[src/rtl/rcr_pkg.sv]
// Package for the raycast column renderer: shared constants, codes and structs.
// No dependencies; every other file of the block but rcr_if imports it.
package rcr_pkg;

  // Default sizes
  localparam int MAP_CELLS_DEF   = 16;
  localparam int SCREEN_ROWS_DEF = 480;
  localparam int MARCH_STEPS_DEF = 4096;
  localparam int QUEUE_DEPTH     = 2;

  // Fixed-point constants
  localparam int RANGE_Q12  = 81920;
  localparam int FRAC_LOW   = 41;
  localparam int FRAC_HIGH  = 4055;
  localparam int EPS_Q12    = 41;
  localparam int SHADE_DEN  = 20480;
  localparam int SPAN_SCALE = 6144;
  localparam int SIN_C1     = 25736;
  localparam int SIN_C3     = 10583;
  localparam int SIN_C5     = 1231;

  // Base colors for the two sides
  localparam int COL_R0 = 255;
  localparam int COL_G0 = 100;
  localparam int COL_R1 = 180;
  localparam int COL_G1 = 70;

  // Divider widths
  localparam int DIV_NUM_W = 24;
  localparam int DIV_DEN_W = 17;

  typedef enum logic {OP_WRITE_ROW = 1'b0, OP_CAST = 1'b1} opcode_t;

  typedef enum logic [1:0] {
    CFG_POS_X      = 2'd0,
    CFG_POS_Y      = 2'd1,
    CFG_VIEW_ANGLE = 2'd2
  } cfg_idx_t;

  typedef struct packed {
    logic [15:0] pos_x;
    logic [15:0] pos_y;
    logic [11:0] view_angle;
  } cfg_t;

  typedef struct packed {
    logic        is_cast;
    logic [3:0]  row;
    logic [15:0] bits;
    logic [9:0]  column;
    logic [11:0] angle;
  } cmd_t;

  typedef struct packed {
    logic [9:0]  column;
    logic        wall_hit;
    logic        side;
    logic [16:0] distance;
    logic [8:0]  span_start;
    logic [8:0]  span_end;
    logic [7:0]  red;
    logic [7:0]  green;
    logic [7:0]  blue;
  } result_t;

  typedef struct packed {
    logic                 start;
    logic [DIV_NUM_W-1:0] num;
    logic [DIV_DEN_W-1:0] den;
  } div_req_t;

  typedef struct packed {
    logic                 busy;
    logic                 done;
    logic [DIV_NUM_W-1:0] quo;
  } div_rsp_t;

endpackage

[src/rtl/rcr_if.sv]
// Channel interfaces of the raycast column renderer: input, result and config.
// Depends on no other file.
interface rcr_in_if;
  logic        valid;
  logic        ready;
  logic        opcode;
  logic [3:0]  row_index;
  logic [15:0] row_bits;
  logic [9:0]  column;
  logic [11:0] cast_angle;
  modport source(output valid, opcode, row_index, row_bits, column, cast_angle, input ready);
  modport sink(input valid, opcode, row_index, row_bits, column, cast_angle, output ready);
endinterface

interface rcr_out_if;
  logic        valid;
  logic        ready;
  logic [9:0]  column;
  logic        wall_hit;
  logic        side;
  logic [16:0] distance;
  logic [8:0]  span_start;
  logic [8:0]  span_end;
  logic [7:0]  red;
  logic [7:0]  green;
  logic [7:0]  blue;
  modport source(output valid, column, wall_hit, side, distance, span_start, span_end,
                 red, green, blue, input ready);
  modport sink(input valid, column, wall_hit, side, distance, span_start, span_end,
               red, green, blue, output ready);
endinterface

interface rcr_cfg_if;
  logic        valid;
  logic        ready;
  logic [1:0]  idx;
  logic [15:0] data;
  modport source(output valid, idx, data, input ready);
  modport sink(input valid, idx, data, output ready);
endinterface

[src/rtl/rcr_front.sv]
// Front stage: accepts input beats, drops writes to rows outside the map, and
// hands commands to the queue. Depends on rcr_pkg and rcr_if.
module rcr_front #(
  parameter int MAP_CELLS = rcr_pkg::MAP_CELLS_DEF
) (
  input  logic          clk,
  input  logic          rst_n,
  rcr_in_if.sink        in_s,
  output rcr_pkg::cmd_t q_data,
  output logic          q_valid,
  input  logic          q_ready
);
  import rcr_pkg::*;

  logic v_r;
  cmd_t data_r;
  logic accept;
  logic keep;

  assign in_s.ready = !v_r || q_ready;
  assign accept     = in_s.valid && in_s.ready;
  // casts always go on; row writes only when the row exists
  assign keep = (in_s.opcode == OP_CAST) || (32'(in_s.row_index) < MAP_CELLS);

  always_ff @(posedge clk) begin
    if (!rst_n) begin
      v_r <= 1'b0;
    end else if (accept) begin
      v_r <= keep;
    end else if (q_ready) begin
      v_r <= 1'b0;
    end
  end

  always_ff @(posedge clk) begin
    if (accept) begin
      data_r.is_cast <= (in_s.opcode == OP_CAST);
      data_r.row     <= in_s.row_index;
      data_r.bits    <= in_s.row_bits;
      data_r.column  <= in_s.column;
      data_r.angle   <= in_s.cast_angle;
    end
  end

  assign q_valid = v_r;
  assign q_data  = data_r;
endmodule

[src/rtl/rcr_fifo.sv]
// Short command queue between front and back stages.
// Depends on rcr_pkg.
module rcr_fifo #(
  parameter int DEPTH = rcr_pkg::QUEUE_DEPTH
) (
  input  logic          clk,
  input  logic          rst_n,
  input  rcr_pkg::cmd_t push_data,
  input  logic          push_valid,
  output logic          push_ready,
  output rcr_pkg::cmd_t pop_data,
  output logic          pop_valid,
  input  logic          pop_ready
);
  import rcr_pkg::*;

  localparam int PTR_W = (DEPTH > 1) ? $clog2(DEPTH) : 1;
  localparam int CNT_W = $clog2(DEPTH + 1);

  cmd_t             ent_r [DEPTH];
  logic [PTR_W-1:0] wr_r;
  logic [PTR_W-1:0] rd_r;
  logic [CNT_W-1:0] cnt_r;
  logic             push;
  logic             pop;

  assign push_ready = (cnt_r != CNT_W'(DEPTH));
  assign pop_valid  = (cnt_r != '0);
  assign push       = push_valid && push_ready;
  assign pop        = pop_valid && pop_ready;
  assign pop_data   = ent_r[rd_r];

  always_ff @(posedge clk) begin
    if (!rst_n) begin
      wr_r  <= '0;
      rd_r  <= '0;
      cnt_r <= '0;
    end else begin
      if (push) begin
        wr_r <= (wr_r == PTR_W'(DEPTH - 1)) ? '0 : wr_r + 1'b1;
      end
      if (pop) begin
        rd_r <= (rd_r == PTR_W'(DEPTH - 1)) ? '0 : rd_r + 1'b1;
      end
      cnt_r <= cnt_r + CNT_W'(push) - CNT_W'(pop);
    end
  end

  always_ff @(posedge clk) begin
    if (push) begin
      ent_r[wr_r] <= push_data;
    end
  end
endmodule

[src/rtl/rcr_div.sv]
// Restoring divider, one quotient bit per cycle, shared by span and shading.
// Depends on rcr_pkg.
module rcr_div (
  input  logic              clk,
  input  logic              rst_n,
  input  rcr_pkg::div_req_t req,
  output rcr_pkg::div_rsp_t rsp
);
  import rcr_pkg::*;

  localparam int CNT_W = $clog2(DIV_NUM_W + 1);

  logic [DIV_NUM_W-1:0] quo_r;
  logic [DIV_DEN_W-1:0] rem_r;
  logic [DIV_DEN_W-1:0] den_r;
  logic [CNT_W-1:0]     cnt_r;
  logic                 busy_r;
  logic                 done_r;
  logic [DIV_DEN_W:0]   shifted;
  logic                 fits;

  assign shifted = {rem_r, quo_r[DIV_NUM_W-1]};
  assign fits    = (shifted >= {1'b0, den_r});

  always_ff @(posedge clk) begin
    if (!rst_n) begin
      busy_r <= 1'b0;
      done_r <= 1'b0;
      cnt_r  <= '0;
    end else begin
      done_r <= 1'b0;
      if (req.start) begin
        busy_r <= 1'b1;
        cnt_r  <= CNT_W'(DIV_NUM_W);
      end else if (busy_r) begin
        cnt_r <= cnt_r - 1'b1;
        if (cnt_r == CNT_W'(1)) begin
          busy_r <= 1'b0;
          done_r <= 1'b1;
        end
      end
    end
  end

  // datapath: shift in one numerator bit, subtract when it fits
  always_ff @(posedge clk) begin
    if (req.start) begin
      quo_r <= req.num;
      rem_r <= '0;
      den_r <= req.den;
    end else if (busy_r) begin
      rem_r <= fits ? DIV_DEN_W'(shifted - {1'b0, den_r}) : shifted[DIV_DEN_W-1:0];
      quo_r <= {quo_r[DIV_NUM_W-2:0], fits};
    end
  end

  assign rsp.busy = busy_r;
  assign rsp.done = done_r;
  assign rsp.quo  = quo_r;
endmodule

[src/rtl/rcr_back.sv]
// Back stage: holds the wall map, runs trig, marches the ray, then divides out
// span and shading. Depends on rcr_pkg and rcr_div.
module rcr_back #(
  parameter int MAP_CELLS   = rcr_pkg::MAP_CELLS_DEF,
  parameter int SCREEN_ROWS = rcr_pkg::SCREEN_ROWS_DEF,
  parameter int MARCH_STEPS = rcr_pkg::MARCH_STEPS_DEF
) (
  input  logic             clk,
  input  logic             rst_n,
  input  rcr_pkg::cfg_t    cfg,
  input  rcr_pkg::cmd_t    q_data,
  input  logic             q_valid,
  output logic             q_ready,
  output rcr_pkg::result_t res,
  output logic             res_valid,
  input  logic             res_ready
);
  import rcr_pkg::*;

  localparam int ROW_W = $clog2(MAP_CELLS);
  localparam int CNT_W = $clog2(MARCH_STEPS + 1);
  localparam int STEP  = RANGE_Q12 / MARCH_STEPS;

  typedef enum logic [3:0] {
    S_IDLE, S_TRIG, S_STEP, S_MARCH, S_PROD, S_DIV_GO, S_DIV_WAIT, S_SPAN, S_EMIT
  } state_t;

  state_t state_r;
  cmd_t   cmd_r;
  logic [15:0] map_r [MAP_CELLS];
  logic [15:0] rd_r;

  // trig sequencer
  logic [1:0]  ti_r;
  logic [1:0]  tph_r;
  logic [10:0] t2_r;
  logic [13:0] inner_r;
  logic [14:0] mid_r;
  logic signed [15:0] cos_r;
  logic signed [15:0] sin_r;
  logic signed [15:0] rel_r;
  logic [11:0] ang;
  logic [10:0] t_val;
  logic [15:0] mul_a;
  logic [15:0] mul_b;
  logic [31:0] prod_u;
  logic [14:0] qv;
  logic signed [15:0] qv_s;

  // march
  logic signed [32:0] dx_r;
  logic signed [32:0] dy_r;
  logic signed [32:0] rx_r;
  logic signed [32:0] ry_r;
  logic [16:0]        dist_r;
  logic [CNT_W-1:0]   cnt_r;
  logic               s1_v_r;
  logic               chk_v_r;
  logic               chk_last_r;
  logic               chk_oob_r;
  logic [5:0]         chk_cx_r;
  logic [11:0]        chk_frac_r;
  logic [16:0]        chk_dist_r;
  logic               s1_oob;
  logic               chk_wall;
  logic signed [25:0] dx_p;
  logic signed [25:0] dy_p;

  // finish
  logic               hit_r;
  logic               side_r;
  logic [16:0]        d_r;
  logic [1:0]         dv_r;
  logic [18:0]        h_r;
  logic [7:0]         red_r;
  logic [7:0]         green_r;
  logic [7:0]         blue_r;
  result_t            res_r;
  logic signed [33:0] prod_s;
  logic signed [20:0] diff;
  logic signed [20:0] half;
  logic signed [20:0] endv;
  logic signed [20:0] start_c;
  logic signed [20:0] end_c;

  div_req_t div_req;
  div_rsp_t div_rsp;

  logic mem_we;

  rcr_div u_div (
    .clk(clk), .rst_n(rst_n), .req(div_req), .rsp(div_rsp)
  );

  // angle and folded quarter-turn argument for the current trig pass
  always_comb begin
    unique case (ti_r)
      2'd0:    ang = cmd_r.angle + 12'd1024;
      2'd1:    ang = cmd_r.angle;
      default: ang = cmd_r.angle - cfg.view_angle + 12'd1024;
    endcase
    t_val = ang[10] ? (11'd1024 - {1'b0, ang[9:0]}) : {1'b0, ang[9:0]};
  end

  // shared multiplier of the polynomial
  always_comb begin
    unique case (tph_r)
      2'd0: begin mul_a = {5'b0, t_val}; mul_b = {5'b0, t_val}; end
      2'd1: begin mul_a = {5'b0, t2_r};  mul_b = 16'(SIN_C5); end
      2'd2: begin mul_a = {5'b0, t2_r};  mul_b = {2'b0, inner_r}; end
      default: begin mul_a = {5'b0, t_val}; mul_b = {1'b0, mid_r}; end
    endcase
    prod_u = mul_a * mul_b;
    qv     = prod_u[24:10];
    qv_s   = ang[11] ? -$signed({1'b0, qv}) : $signed({1'b0, qv});
  end

  // step vector and cell classification
  assign dx_p = cos_r * $signed(10'(STEP));
  assign dy_p = sin_r * $signed(10'(STEP));
  assign s1_oob = rx_r[32] || ry_r[32] || ({1'b0, rx_r[31:26]} >= 7'(MAP_CELLS))
                  || ({1'b0, ry_r[31:26]} >= 7'(MAP_CELLS));
  assign chk_wall = chk_oob_r || ((chk_cx_r < 6'd16) && rd_r[chk_cx_r[3:0]]);

  // span arithmetic, truncating halving
  always_comb begin
    diff    = $signed(21'(SCREEN_ROWS)) - $signed({2'b0, h_r});
    half    = (diff + ((diff < 0) ? 21'sd1 : 21'sd0)) >>> 1;
    endv    = half + $signed({2'b0, h_r});
    start_c = (half < 0) ? 21'sd0 : half;
    end_c   = (endv >= $signed(21'(SCREEN_ROWS))) ? $signed(21'(SCREEN_ROWS - 1)) : endv;
  end

  assign prod_s = $signed({1'b0, dist_r}) * rel_r;

  // divider requests
  always_comb begin
    div_req.start = (state_r == S_DIV_GO);
    unique case (dv_r)
      2'd0: begin
        div_req.num = DIV_NUM_W'(SCREEN_ROWS * SPAN_SCALE);
        div_req.den = d_r + DIV_DEN_W'(EPS_Q12);
      end
      2'd1: begin
        div_req.num = side_r ? DIV_NUM_W'(COL_R1 * SHADE_DEN) : DIV_NUM_W'(COL_R0 * SHADE_DEN);
        div_req.den = d_r + DIV_DEN_W'(SHADE_DEN);
      end
      default: begin
        div_req.num = side_r ? DIV_NUM_W'(COL_G1 * SHADE_DEN) : DIV_NUM_W'(COL_G0 * SHADE_DEN);
        div_req.den = d_r + DIV_DEN_W'(SHADE_DEN);
      end
    endcase
  end

  assign q_ready = (state_r == S_IDLE);
  assign mem_we  = (state_r == S_IDLE) && q_valid && !q_data.is_cast;

  // wall map: one write port, one registered read
  always_ff @(posedge clk) begin
    if (mem_we) begin
      map_r[ROW_W'(q_data.row)] <= q_data.bits;
    end
    rd_r <= map_r[ry_r[26 +: ROW_W]];
  end

  // sequencer
  always_ff @(posedge clk) begin
    if (!rst_n) begin
      state_r <= S_IDLE;
      s1_v_r  <= 1'b0;
      chk_v_r <= 1'b0;
    end else begin
      unique case (state_r)
        S_IDLE: begin
          if (q_valid && q_data.is_cast) begin
            cmd_r   <= q_data;
            ti_r    <= 2'd0;
            tph_r   <= 2'd0;
            state_r <= S_TRIG;
          end
        end
        S_TRIG: begin
          tph_r <= tph_r + 2'd1;
          unique case (tph_r)
            2'd0: t2_r    <= prod_u[20:10];
            2'd1: inner_r <= 14'(SIN_C3) - prod_u[23:10];
            2'd2: mid_r   <= 15'(SIN_C1) - prod_u[24:10];
            default: begin
              unique case (ti_r)
                2'd0:    cos_r <= qv_s;
                2'd1:    sin_r <= qv_s;
                default: rel_r <= qv_s;
              endcase
              ti_r <= ti_r + 2'd1;
              if (ti_r == 2'd2) begin
                state_r <= S_STEP;
              end
            end
          endcase
        end
        S_STEP: begin
          dx_r    <= 33'(dx_p);
          dy_r    <= 33'(dy_p);
          rx_r    <= 33'({cfg.pos_x, 14'b0});
          ry_r    <= 33'({cfg.pos_y, 14'b0});
          dist_r  <= '0;
          cnt_r   <= '0;
          s1_v_r  <= 1'b0;
          chk_v_r <= 1'b0;
          state_r <= S_MARCH;
        end
        S_MARCH: begin
          if (chk_v_r && (chk_wall || chk_last_r)) begin
            hit_r   <= chk_wall;
            side_r  <= chk_wall && ((chk_frac_r < 12'(FRAC_LOW)) ||
                                    (chk_frac_r > 12'(FRAC_HIGH)));
            dist_r  <= chk_dist_r;
            s1_v_r  <= 1'b0;
            chk_v_r <= 1'b0;
            state_r <= S_PROD;
          end else begin
            // check the position issued last cycle, advance the next one
            chk_v_r    <= s1_v_r;
            chk_last_r <= (cnt_r == CNT_W'(MARCH_STEPS));
            chk_oob_r  <= s1_oob;
            chk_cx_r   <= rx_r[31:26];
            chk_frac_r <= rx_r[32] ? 12'd0 : rx_r[25:14];
            chk_dist_r <= dist_r;
            if (cnt_r != CNT_W'(MARCH_STEPS)) begin
              rx_r   <= rx_r + dx_r;
              ry_r   <= ry_r + dy_r;
              dist_r <= dist_r + 17'(STEP);
              cnt_r  <= cnt_r + 1'b1;
              s1_v_r <= 1'b1;
            end else begin
              s1_v_r <= 1'b0;
            end
          end
        end
        S_PROD: begin
          d_r     <= (prod_s[33] || prod_s == '0) ? 17'd0 : prod_s[30:14];
          dv_r    <= 2'd0;
          state_r <= S_DIV_GO;
        end
        S_DIV_GO: begin
          state_r <= S_DIV_WAIT;
        end
        S_DIV_WAIT: begin
          if (div_rsp.done) begin
            unique case (dv_r)
              2'd0:    h_r     <= div_rsp.quo[18:0];
              2'd1:    red_r   <= div_rsp.quo[7:0];
              2'd2:    green_r <= div_rsp.quo[7:0];
              default: blue_r  <= div_rsp.quo[7:0];
            endcase
            dv_r    <= dv_r + 2'd1;
            state_r <= (dv_r == 2'd3) ? S_SPAN : S_DIV_GO;
          end
        end
        S_SPAN: begin
          res_r.column     <= cmd_r.column;
          res_r.wall_hit   <= hit_r;
          res_r.side       <= side_r;
          res_r.distance   <= d_r;
          res_r.span_start <= start_c[8:0];
          res_r.span_end   <= end_c[8:0];
          res_r.red        <= red_r;
          res_r.green      <= green_r;
          res_r.blue       <= blue_r;
          state_r          <= S_EMIT;
        end
        S_EMIT: begin
          if (res_ready) begin
            state_r <= S_IDLE;
          end
        end
        default: state_r <= S_IDLE;
      endcase
    end
  end

  assign res       = res_r;
  assign res_valid = (state_r == S_EMIT);

  a_no_div_in_march: assert property (@(posedge clk) disable iff (!rst_n)
    (state_r == S_MARCH) |-> !div_rsp.busy) else $error("divider busy during march");
  a_last_ends_march: assert property (@(posedge clk) disable iff (!rst_n)
    (state_r == S_MARCH && chk_v_r && chk_last_r) |=> (state_r == S_PROD))
    else $error("march ran past its last step");
  a_emit_holds: assert property (@(posedge clk) disable iff (!rst_n)
    (state_r == S_EMIT && !res_ready) |=> (state_r == S_EMIT && $stable(res_r)))
    else $error("result dropped while stalled");
  a_no_write_busy: assert property (@(posedge clk) disable iff (!rst_n)
    mem_we |-> (state_r == S_IDLE)) else $error("map written during a cast");
endmodule

[src/rtl/raycast_column_renderer.sv]
// Top level of the raycast column renderer: config registers, front, queue,
// back and result register. Depends on rcr_pkg, rcr_if and all rcr_ modules.
//
// Use: load the wall map with write beats (opcode 0, one 16-bit row each),
// set pos_x, pos_y and view_angle through cfg_s (indexes 0..2, taken at once,
// cfg_s.ready is always high), then send cast beats (opcode 1), one per column.
// Each cast gives one result beat on out_m; writes give none.
// A cast evaluates a sine/cosine polynomial on one shared multiplier, marches
// the ray one step per cycle (up to MARCH_STEPS, stopping at the first wall)
// through a registered map-read pipeline, then runs four divisions (span
// height and three shaded colors) on one serial divider.
// Casts run one at a time in the back stage; a two-entry queue and the front
// register keep taking beats meanwhile.
// Reset (rst_n low, synchronous) clears control and config registers; the
// map is undefined until written. When out_m.ready is low the result is held
// in the output register, the back stage waits after its next cast, and the
// queue then fills and drops in_s.ready.
module raycast_column_renderer #(
  parameter int MAP_CELLS   = rcr_pkg::MAP_CELLS_DEF,
  parameter int SCREEN_ROWS = rcr_pkg::SCREEN_ROWS_DEF,
  parameter int MARCH_STEPS = rcr_pkg::MARCH_STEPS_DEF
) (
  input  logic       clk,
  input  logic       rst_n,
  rcr_in_if.sink     in_s,
  rcr_out_if.source  out_m,
  rcr_cfg_if.sink    cfg_s
);
  import rcr_pkg::*;

  cfg_t    cfg_r;
  cmd_t    f_data;
  logic    f_valid;
  logic    f_ready;
  cmd_t    b_data;
  logic    b_valid;
  logic    b_ready;
  result_t res;
  logic    res_valid;
  logic    res_ready;
  logic    out_v_r;
  result_t out_r;

  // configuration registers
  assign cfg_s.ready = 1'b1;
  always_ff @(posedge clk) begin
    if (!rst_n) begin
      cfg_r <= '0;
    end else if (cfg_s.valid) begin
      unique case (cfg_s.idx)
        CFG_POS_X:      cfg_r.pos_x      <= cfg_s.data;
        CFG_POS_Y:      cfg_r.pos_y      <= cfg_s.data;
        CFG_VIEW_ANGLE: cfg_r.view_angle <= cfg_s.data[11:0];
        default:        cfg_r            <= cfg_r;
      endcase
    end
  end

  rcr_front #(.MAP_CELLS(MAP_CELLS)) u_front (
    .clk(clk), .rst_n(rst_n), .in_s(in_s),
    .q_data(f_data), .q_valid(f_valid), .q_ready(f_ready)
  );

  rcr_fifo #(.DEPTH(QUEUE_DEPTH)) u_fifo (
    .clk(clk), .rst_n(rst_n),
    .push_data(f_data), .push_valid(f_valid), .push_ready(f_ready),
    .pop_data(b_data), .pop_valid(b_valid), .pop_ready(b_ready)
  );

  rcr_back #(
    .MAP_CELLS(MAP_CELLS), .SCREEN_ROWS(SCREEN_ROWS), .MARCH_STEPS(MARCH_STEPS)
  ) u_back (
    .clk(clk), .rst_n(rst_n), .cfg(cfg_r),
    .q_data(b_data), .q_valid(b_valid), .q_ready(b_ready),
    .res(res), .res_valid(res_valid), .res_ready(res_ready)
  );

  // output register
  assign res_ready = !out_v_r || out_m.ready;
  always_ff @(posedge clk) begin
    if (!rst_n) begin
      out_v_r <= 1'b0;
    end else if (res_ready) begin
      out_v_r <= res_valid;
    end
  end
  always_ff @(posedge clk) begin
    if (res_ready && res_valid) begin
      out_r <= res;
    end
  end

  assign out_m.valid      = out_v_r;
  assign out_m.column     = out_r.column;
  assign out_m.wall_hit   = out_r.wall_hit;
  assign out_m.side       = out_r.side;
  assign out_m.distance   = out_r.distance;
  assign out_m.span_start = out_r.span_start;
  assign out_m.span_end   = out_r.span_end;
  assign out_m.red        = out_r.red;
  assign out_m.green      = out_r.green;
  assign out_m.blue       = out_r.blue;
endmodule

[src/flat_wrapper.sv]
// flat-port wrapper written by rule: the top's interface ports become plain ports
module raycast_column_renderer_flat import rcr_pkg::*;
#(
  parameter int MAP_CELLS   = rcr_pkg::MAP_CELLS_DEF,
  parameter int SCREEN_ROWS = rcr_pkg::SCREEN_ROWS_DEF,
  parameter int MARCH_STEPS = rcr_pkg::MARCH_STEPS_DEF
)
  (clk, rst_n, in_s_valid, in_s_opcode, in_s_row_index, in_s_row_bits, in_s_column, in_s_cast_angle, in_s_ready, out_m_valid, out_m_column, out_m_wall_hit, out_m_side, out_m_distance, out_m_span_start, out_m_span_end, out_m_red, out_m_green, out_m_blue, out_m_ready, cfg_s_valid, cfg_s_idx, cfg_s_data, cfg_s_ready);
  rcr_in_if in_s_i ();
  rcr_out_if out_m_i ();
  rcr_cfg_if cfg_s_i ();
  input  logic clk;
  input  logic rst_n;
  input wire logic [$bits(in_s_i.valid)-1:0] in_s_valid;
  input wire logic [$bits(in_s_i.opcode)-1:0] in_s_opcode;
  input wire logic [$bits(in_s_i.row_index)-1:0] in_s_row_index;
  input wire logic [$bits(in_s_i.row_bits)-1:0] in_s_row_bits;
  input wire logic [$bits(in_s_i.column)-1:0] in_s_column;
  input wire logic [$bits(in_s_i.cast_angle)-1:0] in_s_cast_angle;
  output wire logic [$bits(in_s_i.ready)-1:0] in_s_ready;
  output wire logic [$bits(out_m_i.valid)-1:0] out_m_valid;
  output wire logic [$bits(out_m_i.column)-1:0] out_m_column;
  output wire logic [$bits(out_m_i.wall_hit)-1:0] out_m_wall_hit;
  output wire logic [$bits(out_m_i.side)-1:0] out_m_side;
  output wire logic [$bits(out_m_i.distance)-1:0] out_m_distance;
  output wire logic [$bits(out_m_i.span_start)-1:0] out_m_span_start;
  output wire logic [$bits(out_m_i.span_end)-1:0] out_m_span_end;
  output wire logic [$bits(out_m_i.red)-1:0] out_m_red;
  output wire logic [$bits(out_m_i.green)-1:0] out_m_green;
  output wire logic [$bits(out_m_i.blue)-1:0] out_m_blue;
  input wire logic [$bits(out_m_i.ready)-1:0] out_m_ready;
  input wire logic [$bits(cfg_s_i.valid)-1:0] cfg_s_valid;
  input wire logic [$bits(cfg_s_i.idx)-1:0] cfg_s_idx;
  input wire logic [$bits(cfg_s_i.data)-1:0] cfg_s_data;
  output wire logic [$bits(cfg_s_i.ready)-1:0] cfg_s_ready;
  assign in_s_i.valid = in_s_valid;
  assign in_s_i.opcode = in_s_opcode;
  assign in_s_i.row_index = in_s_row_index;
  assign in_s_i.row_bits = in_s_row_bits;
  assign in_s_i.column = in_s_column;
  assign in_s_i.cast_angle = in_s_cast_angle;
  assign in_s_ready = in_s_i.ready;
  assign out_m_valid = out_m_i.valid;
  assign out_m_column = out_m_i.column;
  assign out_m_wall_hit = out_m_i.wall_hit;
  assign out_m_side = out_m_i.side;
  assign out_m_distance = out_m_i.distance;
  assign out_m_span_start = out_m_i.span_start;
  assign out_m_span_end = out_m_i.span_end;
  assign out_m_red = out_m_i.red;
  assign out_m_green = out_m_i.green;
  assign out_m_blue = out_m_i.blue;
  assign out_m_i.ready = out_m_ready;
  assign cfg_s_i.valid = cfg_s_valid;
  assign cfg_s_i.idx = cfg_s_idx;
  assign cfg_s_i.data = cfg_s_data;
  assign cfg_s_ready = cfg_s_i.ready;
  raycast_column_renderer #(.MAP_CELLS(MAP_CELLS), .SCREEN_ROWS(SCREEN_ROWS), .MARCH_STEPS(MARCH_STEPS)) u_core (.clk(clk), .rst_n(rst_n), .in_s(in_s_i), .out_m(out_m_i), .cfg_s(cfg_s_i));
endmodule
[config.mk]
export PLATFORM = sky130hd
export DESIGN_NAME = raycast_column_renderer_flat
export DESIGN_NICKNAME = d
export VERILOG_FILES = /design/src/rtl/rcr_pkg.sv /design/src/rtl/rcr_if.sv /design/src/rtl/rcr_front.sv /design/src/rtl/rcr_fifo.sv /design/src/rtl/rcr_div.sv /design/src/rtl/rcr_back.sv /design/src/rtl/raycast_column_renderer.sv /design/src/flat_wrapper.sv
export SDC_FILE = /design/constraint.sdc
export NUM_CORES = 2
export LEC_CHECK = 0
export BUFFER_PORTS_ARGS = -buffer_cell sky130_fd_sc_hd__buf_4
export CAP_MARGIN = 20
export CORE_MARGIN = 2
export CORE_UTILIZATION = 58
export CTS_CLUSTER_DIAMETER = 40
export DETAILED_ROUTE_END_ITERATION = 12
export PLACE_DENSITY = 0.79
export SYNTH_ARGS = -nofsm -noshare
export SYNTH_HDL_FRONTEND = slang
export SYNTH_SLANG_ARGS = --single-unit
[constraint.sdc]
create_clock -name clk -period 9.2 [get_ports clk]
set_input_delay 0.92 -clock clk [delete_from_list [all_inputs] [get_ports clk]]
set_output_delay 0.92 -clock clk [all_outputs]
set_load 0.01 [all_outputs]
# Yosys cells after proc, flatten, opt, wreduce, memory -nomap -nowiden
# Memories as Yosys holds them, arrays and structs flattened. A register that Yosys moved wholly into a read port is not among the register bits.
# Cells that the tools add are included.
[classes]
shifts = 0
eq_ne = 30
n_reduce_logical = 64
div = 0
n_addsub = 25
n_bitwise = 6
muxes = 61
multipliers = 4
magnitude_cmp = 10
[ops]
columns = ["cell", "n"]
rows = [
  ["33-bit two-way mux", 4],
  ["33-bit one-hot mux with 2 select lines", 2],
  ["40-bit one-hot mux with 2 select lines", 1],
  ["33-bit by 22-bit adder with 33-bit output", 2],
  ["17-bit two-way mux", 3],
  ["24-bit two-way mux", 2],
  ["15-bit one-hot mux with 3 select lines", 1],
  ["20-bit by 1-bit less-than comparator with 1-bit output (second input constant)", 2],
  ["16-bit by 4-bit multiplier with 20-bit output (second input constant)", 2],
  ["4-bit one-hot mux with 9 select lines", 1],
  ["4-bit AND reduction", 9],
  ["34-bit logical NOT", 1],
  ["18-bit by 16-bit multiplier with 34-bit output", 1],
  ["17-bit one-hot mux with 2 select lines", 1],
  ["3-bit AND reduction", 9],
  ["13-bit two-way mux", 2],
  ["13-bit one-hot mux with 2 select lines", 1],
  ["16-bit by 16-bit multiplier with 25-bit output", 1],
  ["12-bit by 11-bit adder with 12-bit output (second input constant)", 2],
  ["4-bit two-way mux", 6],
  ["12-bit one-hot mux with 2 select lines", 1],
  ["23-bit two-way mux", 1],
  ["11-bit two-way mux", 2],
  ["20-bit by 2-bit adder with 21-bit output", 1],
  ["other kinds (55)", 142],
]
[totals]
ramBits = 342
elab_cells = 272
n_memories = 2
latchBits = 0
inputBits = 66
regBits = 657
rom_bits = 0
[mem_list]
columns = ["memory", "words", "width", "read_ports", "rd_clocked_by_memory_dff", "wr", "line_no", "text"]
rows = [
  ["u_core.u_back.map_r", 16, 16, 1, 1, 1, "rcr_back.sv:30", "logic [15:0] map_r [MAP_CELLS];"],
  ["u_core.u_fifo.ent_r", 2, 43, 1, 1, 1, "rcr_fifo.sv:20", "cmd_t ent_r [DEPTH];"],
]

# Logic depth before layout (Yosys ltp)
[logic_depth]
depth_word = 9
depth_mapped = 42
depth_no_buf = 40

# Modules after synthesis
# A second synthesis with hierarchy kept.
[hier_totals]
cells_unflattened = 4902
hier_area_um2 = 60013.8
[modules_own_cells]
columns = ["mod", "instances", "cells_each", "area_per_inst_um2"]
rows = [
  ["rcr_back", 1, 4124, 47898.4],
  ["raycast_column_renderer", 1, 241, 3863.7],
  ["rcr_div", 1, 326, 3523.4],
  ["rcr_fifo", 1, 163, 3379.5],
  ["rcr_front", 1, 48, 1348.8],
]

# Worst setup path after synthesis
# Ideal clock, no wire load.
[synth_path]
path_type = "reg2reg"
startpoint = "register u_core.u_back.ti_r[1]"
endpoint = "register u_core.u_back.cos_r[13], data pin"
period_less_slack_ns = 8.810
required_ns = 8.919
stages_incl_launch_ff = 37
slack_ns = 0.390
arrival_time_ns = 8.529
path_buffers = 2
path_cell_list = "edfxtp_1 -> clkinv_1 -> ha_1 -> or2_1 -> buf_2 -> a31o_2 -> inv_1 -> ha_1 -> nor3_1 -> nor2_1 -> o32ai_1 -> or4_1 -> a211oi_1 -> nor2_1 -> inv_1 -> nand2b_1 -> fa_1 -> fa_1 -> inv_1 -> fa_1 -> fa_1 -> inv_1 -> fa_1 -> inv_1 -> ha_1 -> clkbuf_1 -> a21o_1 -> a21o_1 -> a21oi_1 -> o21ai_0 -> o211ai_1 -> nor3b_4 -> inv_4 -> nor2_2 -> nor4b_4 -> a21oi_1 -> xor2_1"
[synth_between]
elab_chain_cells = 8
word_cells_on_any_way = 10
classes_between = "2 x add/sub; 1 x mul; 1 x eq/ne; 5 x mux; 1 x reduce/logical"
[synth_lines]
columns = ["element", "line_no", "text"]
rows = [
  ["start, declared", "rcr_back.sv:34", "logic [1:0] ti_r;"],
  ["start signal, assigned", "rcr_back.sv:194", "ti_r <= ti_r + 2'd1;"],
  ["2-bit by 1-bit equality test with 1-bit output or 2-bit logical NOT (tied branches)", "rcr_back.sv:97", "unique case (ti_r)"],
  ["12-bit one-hot mux with 2 select lines (*)", "rcr_back.sv:97", ""],
  ["11-bit by 10-bit subtractor with 11-bit output", "rcr_back.sv:102", "t_val = ang[10] ? (11'd1024 - {1'b0, ang[9:0]}) : {1'b0, ang[9:0]};"],
  ["11-bit two-way mux (*)", "rcr_back.sv:102", ""],
  ["15-bit one-hot mux with 3 select lines or 11-bit two-way mux (tied branches)", "rcr_back.sv:107", "unique case (tph_r)"],
  ["16-bit by 16-bit multiplier with 25-bit output (*)", "rcr_back.sv:113", "prod_u = mul_a * mul_b;"],
  ["named net u_core.u_back.prod_u[20]", "rcr_back.sv:46", "logic [31:0] prod_u;"],
  ["15-bit negator with 16-bit output (*)", "rcr_back.sv:115", "qv_s = ang[11] ? -$signed({1'b0, qv}) : $signed({1'b0, qv});"],
  ["16-bit two-way mux (*)", "rcr_back.sv:115", ""],
  ["named net u_core.u_back.qv_s[13]", "rcr_back.sv:48", "logic signed [15:0] qv_s;"],
  ["end signal, assigned", "rcr_back.sv:190", "2'd0: cos_r <= qv_s;"],
  ["end, declared", "rcr_back.sv:39", "logic signed [15:0] cos_r;"],
]
# The timed path passes the listed nets; every way through them passes the cells marked *.
# A chain may end at the register's enable or synchronous reset.

# Final worst setup path
[layout_path]
startpoint = "register u_core.u_back.cmd_r[2] (netlist name)"
endpoint = "register u_core.u_back.inner_r[12], data pin"
[layout_between]
elab_chain_cells = 8
word_cells_on_any_way = 10
classes_between = "5 x add/sub; 1 x mul; 4 x mux"
[layout_lines]
columns = ["element", "line_no", "text"]
rows = [
  ["start, declared", "rcr_back.sv:29", "cmd_t cmd_r;"],
  ["start signal, assigned", "rcr_back.sv:176", "cmd_r <= q_data;"],
  ["12-bit subtractor", "rcr_back.sv:100", "default: ang = cmd_r.angle - cfg.view_angle + 12'd1024;"],
  ["12-bit by 11-bit adder with 12-bit output", "rcr_back.sv:100", ""],
  ["12-bit one-hot mux with 2 select lines (*)", "rcr_back.sv:97", ""],
  ["11-bit by 10-bit subtractor with 11-bit output", "rcr_back.sv:102", ""],
  ["11-bit two-way mux (*)", "rcr_back.sv:102", ""],
  ["15-bit one-hot mux with 3 select lines or 11-bit two-way mux (tied branches)", "rcr_back.sv:107", ""],
  ["16-bit by 16-bit multiplier with 25-bit output (*)", "rcr_back.sv:113", ""],
  ["14-bit subtractor (*)", "rcr_back.sv:186", "2'd1: inner_r <= 14'(SIN_C3) - prod_u[23:10];"],
  ["end signal, assigned", "rcr_back.sv:186", ""],
  ["end, declared", "rcr_back.sv:37", "logic [13:0] inner_r;"],
]
# Mark *: on every way between the ends. The rest lies on a longest branch, timed or not.

==> results.json <==
{
  "gr-usage-all-layers": 0.254,
  "h-tree-depth": 3,
  "drtPass1Iterations": 5,
  "core_area_um2": 102000,
  "port_buffers": 138,
  "area_growth_pct": 12.7,
  "root_buffer": "clkbuf_16",
  "cp_max_fo": 8,
  "mostFrequentLayoutCell": "edfxtp_1",
  "cts_buffers": 117,
  "period_minus_slack_ns": 8.88,
  "ys_warn_count": 0,
  "gr-total-overflow": 0,
  "worst_slew_pin_slew_ns": 1.23,
  "max_cap_viol_count": 0,
  "fin_ws_ns": 0.319,
  "fill_cells": 7233,
  "synth-seq-cells": 1012,
  "hp-class": "input port to flip-flop",
  "clock_latency_ns": 0.71,
  "max_slew_margin": 0.182,
  "die_x_um": 325,
  "path_clk_slew_ns": 0.06,
  "hold_violations": 0,
  "finalCritPeriodShare": 0.965,
  "synth.avg_cell_area_um2": 12.1,
  "synth_top_area_share": 0.460,
  "setup_viol": 0,
  "min_from": "in_s_column[6]",
  "hpwl_mm": 93.0,
  "syn_area_um2": 59800,
  "antenna_found_initial": 2,
  "worst_r2r_startpoint": "u_core.u_back.cmd_r[2]",
  "die_area_um2": 106000,
  "start_util": 0.586,
  "num_rows": 117,
  "critPathSlowestCell": "fa_1",
  "r2r-end": "u_core.u_back.inner_r[12]",
  "maxSlewViolCount": 0,
  "synth_nets": 5727,
  "synth_cells": 4947,
  "wl_mm": 136,
  "outcome": "complete, no violations",
  "min_to": "u_core.u_front.q_data[18]",
  "async_reset_ff_frac": 0,
  "cts_tree": "done",
  "synth_largest_area_cell": "edfxtp_1",
  "viasPerCell": 5.82,
  "reg2regPathDepth": 34,
  "design.portCount": 140,
  "place_ws_ns": -0.0589,
  "grt_pass1_wl_mm": 212,
  "layout-drive-gt1-share": 0.134,
  "arrival_ns": 9.34,
  "start_kind": "flip-flop",
  "gp_congestion": 0.952,
  "avgRoutedWirePerCell_um": 20.4,
  "end_kind": "flip-flop",
  "max_freq_ghz": 0.113,
  "grt_max_degree": 77,
  "final_cell_mix": "915 x edfxtp_1, 507 x inv_1, 477 x nand2_1",
  "rsz0062_at_grt": "true",
  "synthDistinctLibCells": 99,
  "synth-main-ff-cell": "edfxtp_1",
  "seq_area_frac_synth": 0.492,
  "max_stage_delay_ns": 0.54,
  "die_h_um": 325,
  "drtAntennaViolNets": 0,
  "skew_ns": 0.0516,
  "vias": 38600,
  "drc_errors": 0,
  "criticalPathCategory": "flip-flop to flip-flop",
  "drt-initial-drc-count": 3378,
  "r2r_slack_ns": 0.32,
  "fin_setup_tns_ns": 0,
  "finalNetCount": 5941,
  "synth-edff-count": 915,
  "cts_num_sinks": 1012,
  "whs_ns": 0.389,
  "cts_buffer_depth": 3,
  "synth_area_leaders": "edfxtp_1 46%, fa_1 11%, ha_1 8.1%",
  "grt_pass1_vias": 38600,
  "hold_depth": 1,
  "critical_path_required_ns": 9.66
}
## cells by family after synthesis
family / count (synthesis) / share of synthesized area
mux: 175 / 0.0483
flops: 1012 / 0.492
xor+xnor: 243 / 0.0360
buf+inv: 686 / 0.0434
simple gates: 1384 / 0.110
other cells: 1 / 0.0000627
fa+ha+maj: 714 / 0.191
compound gates: 732 / 0.0796
## layout make-up
cell class,instances,area [µm²],share of cell area
repair buffers,269,2090,0.0310
diodes,3,7.51,0.000111
clock inverters,88,1050,0.0156
flip-flops and latches,1012,29400,0.437
clock buffers,136,3050,0.0453
well taps,1368,1710,0.0254
inverters,512,1920,0.0286
multi-input cells,3249,28100,0.418
## timing repair
| item | in CTS | in global routing |
|---|---|---|
| endpoints found under the setup margin | 14 | 64 |
| hold buffers | 0 | 0 |
| cloned | 0 | 1 |
| setup buffers | 0 | 13 |
| resized for setup | 3 | 75 |
| pin swaps | 0 | 27 |
## worst max-delay path: cells and delay by family (launching register included)
kind / cells / cell delay (ns)
flops: 1 / 0.41
compound gates: 5 / 1.31
fa+ha+maj: 8 / 3.70
xor+xnor: 3 / 0.77
simple gates: 13 / 1.67
buf+inv: 5 / 0.77
## cells in the mapped netlist, drive strengths merged (66+ instances only)
cell and number:
inv 511, and2 152, dfxtp 97, ha 385, mux4 85, nand2b 67, nor2b 67, edfxtp 915
a21o 66, nor2 341, xnor2 156, clkbuf 152, fa 329, xor2 87, a21oi 186, o21ai 168
nand2 480
## state kept, by name, summed over array words and instances (netlist names), 22 cells and up, named ones only
register,flops
u_core.cfg_r,44
u_core.u_back.cmd_r,22
u_core.u_back.map_r,256
u_core.u_back.res,71
u_core.u_back.rx_r,31
u_core.u_back.ry_r,31
u_core.u_back.u_div.quo_r,24
u_core.u_fifo.ent_r,86
u_core.u_front.q_data,43
## worst max path at each step
stage	from	endpoint	slack, ns	cells after the start
CTS	u_core.u_back.ti_r[1]	u_core.u_back.mid_r[13]	0.005	36
floorplan	u_core.u_back.ti_r[1]	u_core.u_back.cos_r[13]	0.39	36
detailed placement	u_core.u_back.cmd_r[1]	u_core.u_back.rel_r[13]	-0.06	34
finish	u_core.u_back.cmd_r[2]	u_core.u_back.inner_r[12]	0.32	34
global route	u_core.u_back.cmd_r[2]	u_core.u_back.mid_r[13]	-0.05	36
global placement	u_core.u_back.cmd_r[1]	u_core.u_back.rel_r[13]	0.1	34
## per-stage QoR
stage	cell area, µm²	util	std cells
2_1_floorplan	59800	-	4947
3_3_place_gp	62800	0.615	6392
3_5_place_dp	62800	0.615	6392
4_1_cts	66900	0.656	6616
5_1_grt	67400	0.660	6636
6_report	67400	0.660	6637
## layer usage
metal | track usage | up-vias | part of all wire
li1 | - | 17800 | -
met1 | 0.346 | 19000 | 0.41
met2 | 0.411 | 1627 | 0.48
met3 | 0.0545 | 268 | 0.089
met4 | 0.0772 | 0 | 0.028
met5 | 0 | - | 0
Power is left out: the tool's default activity adds up to more than one toggle a clock period on the data nets, which glitch-free logic cannot reach.
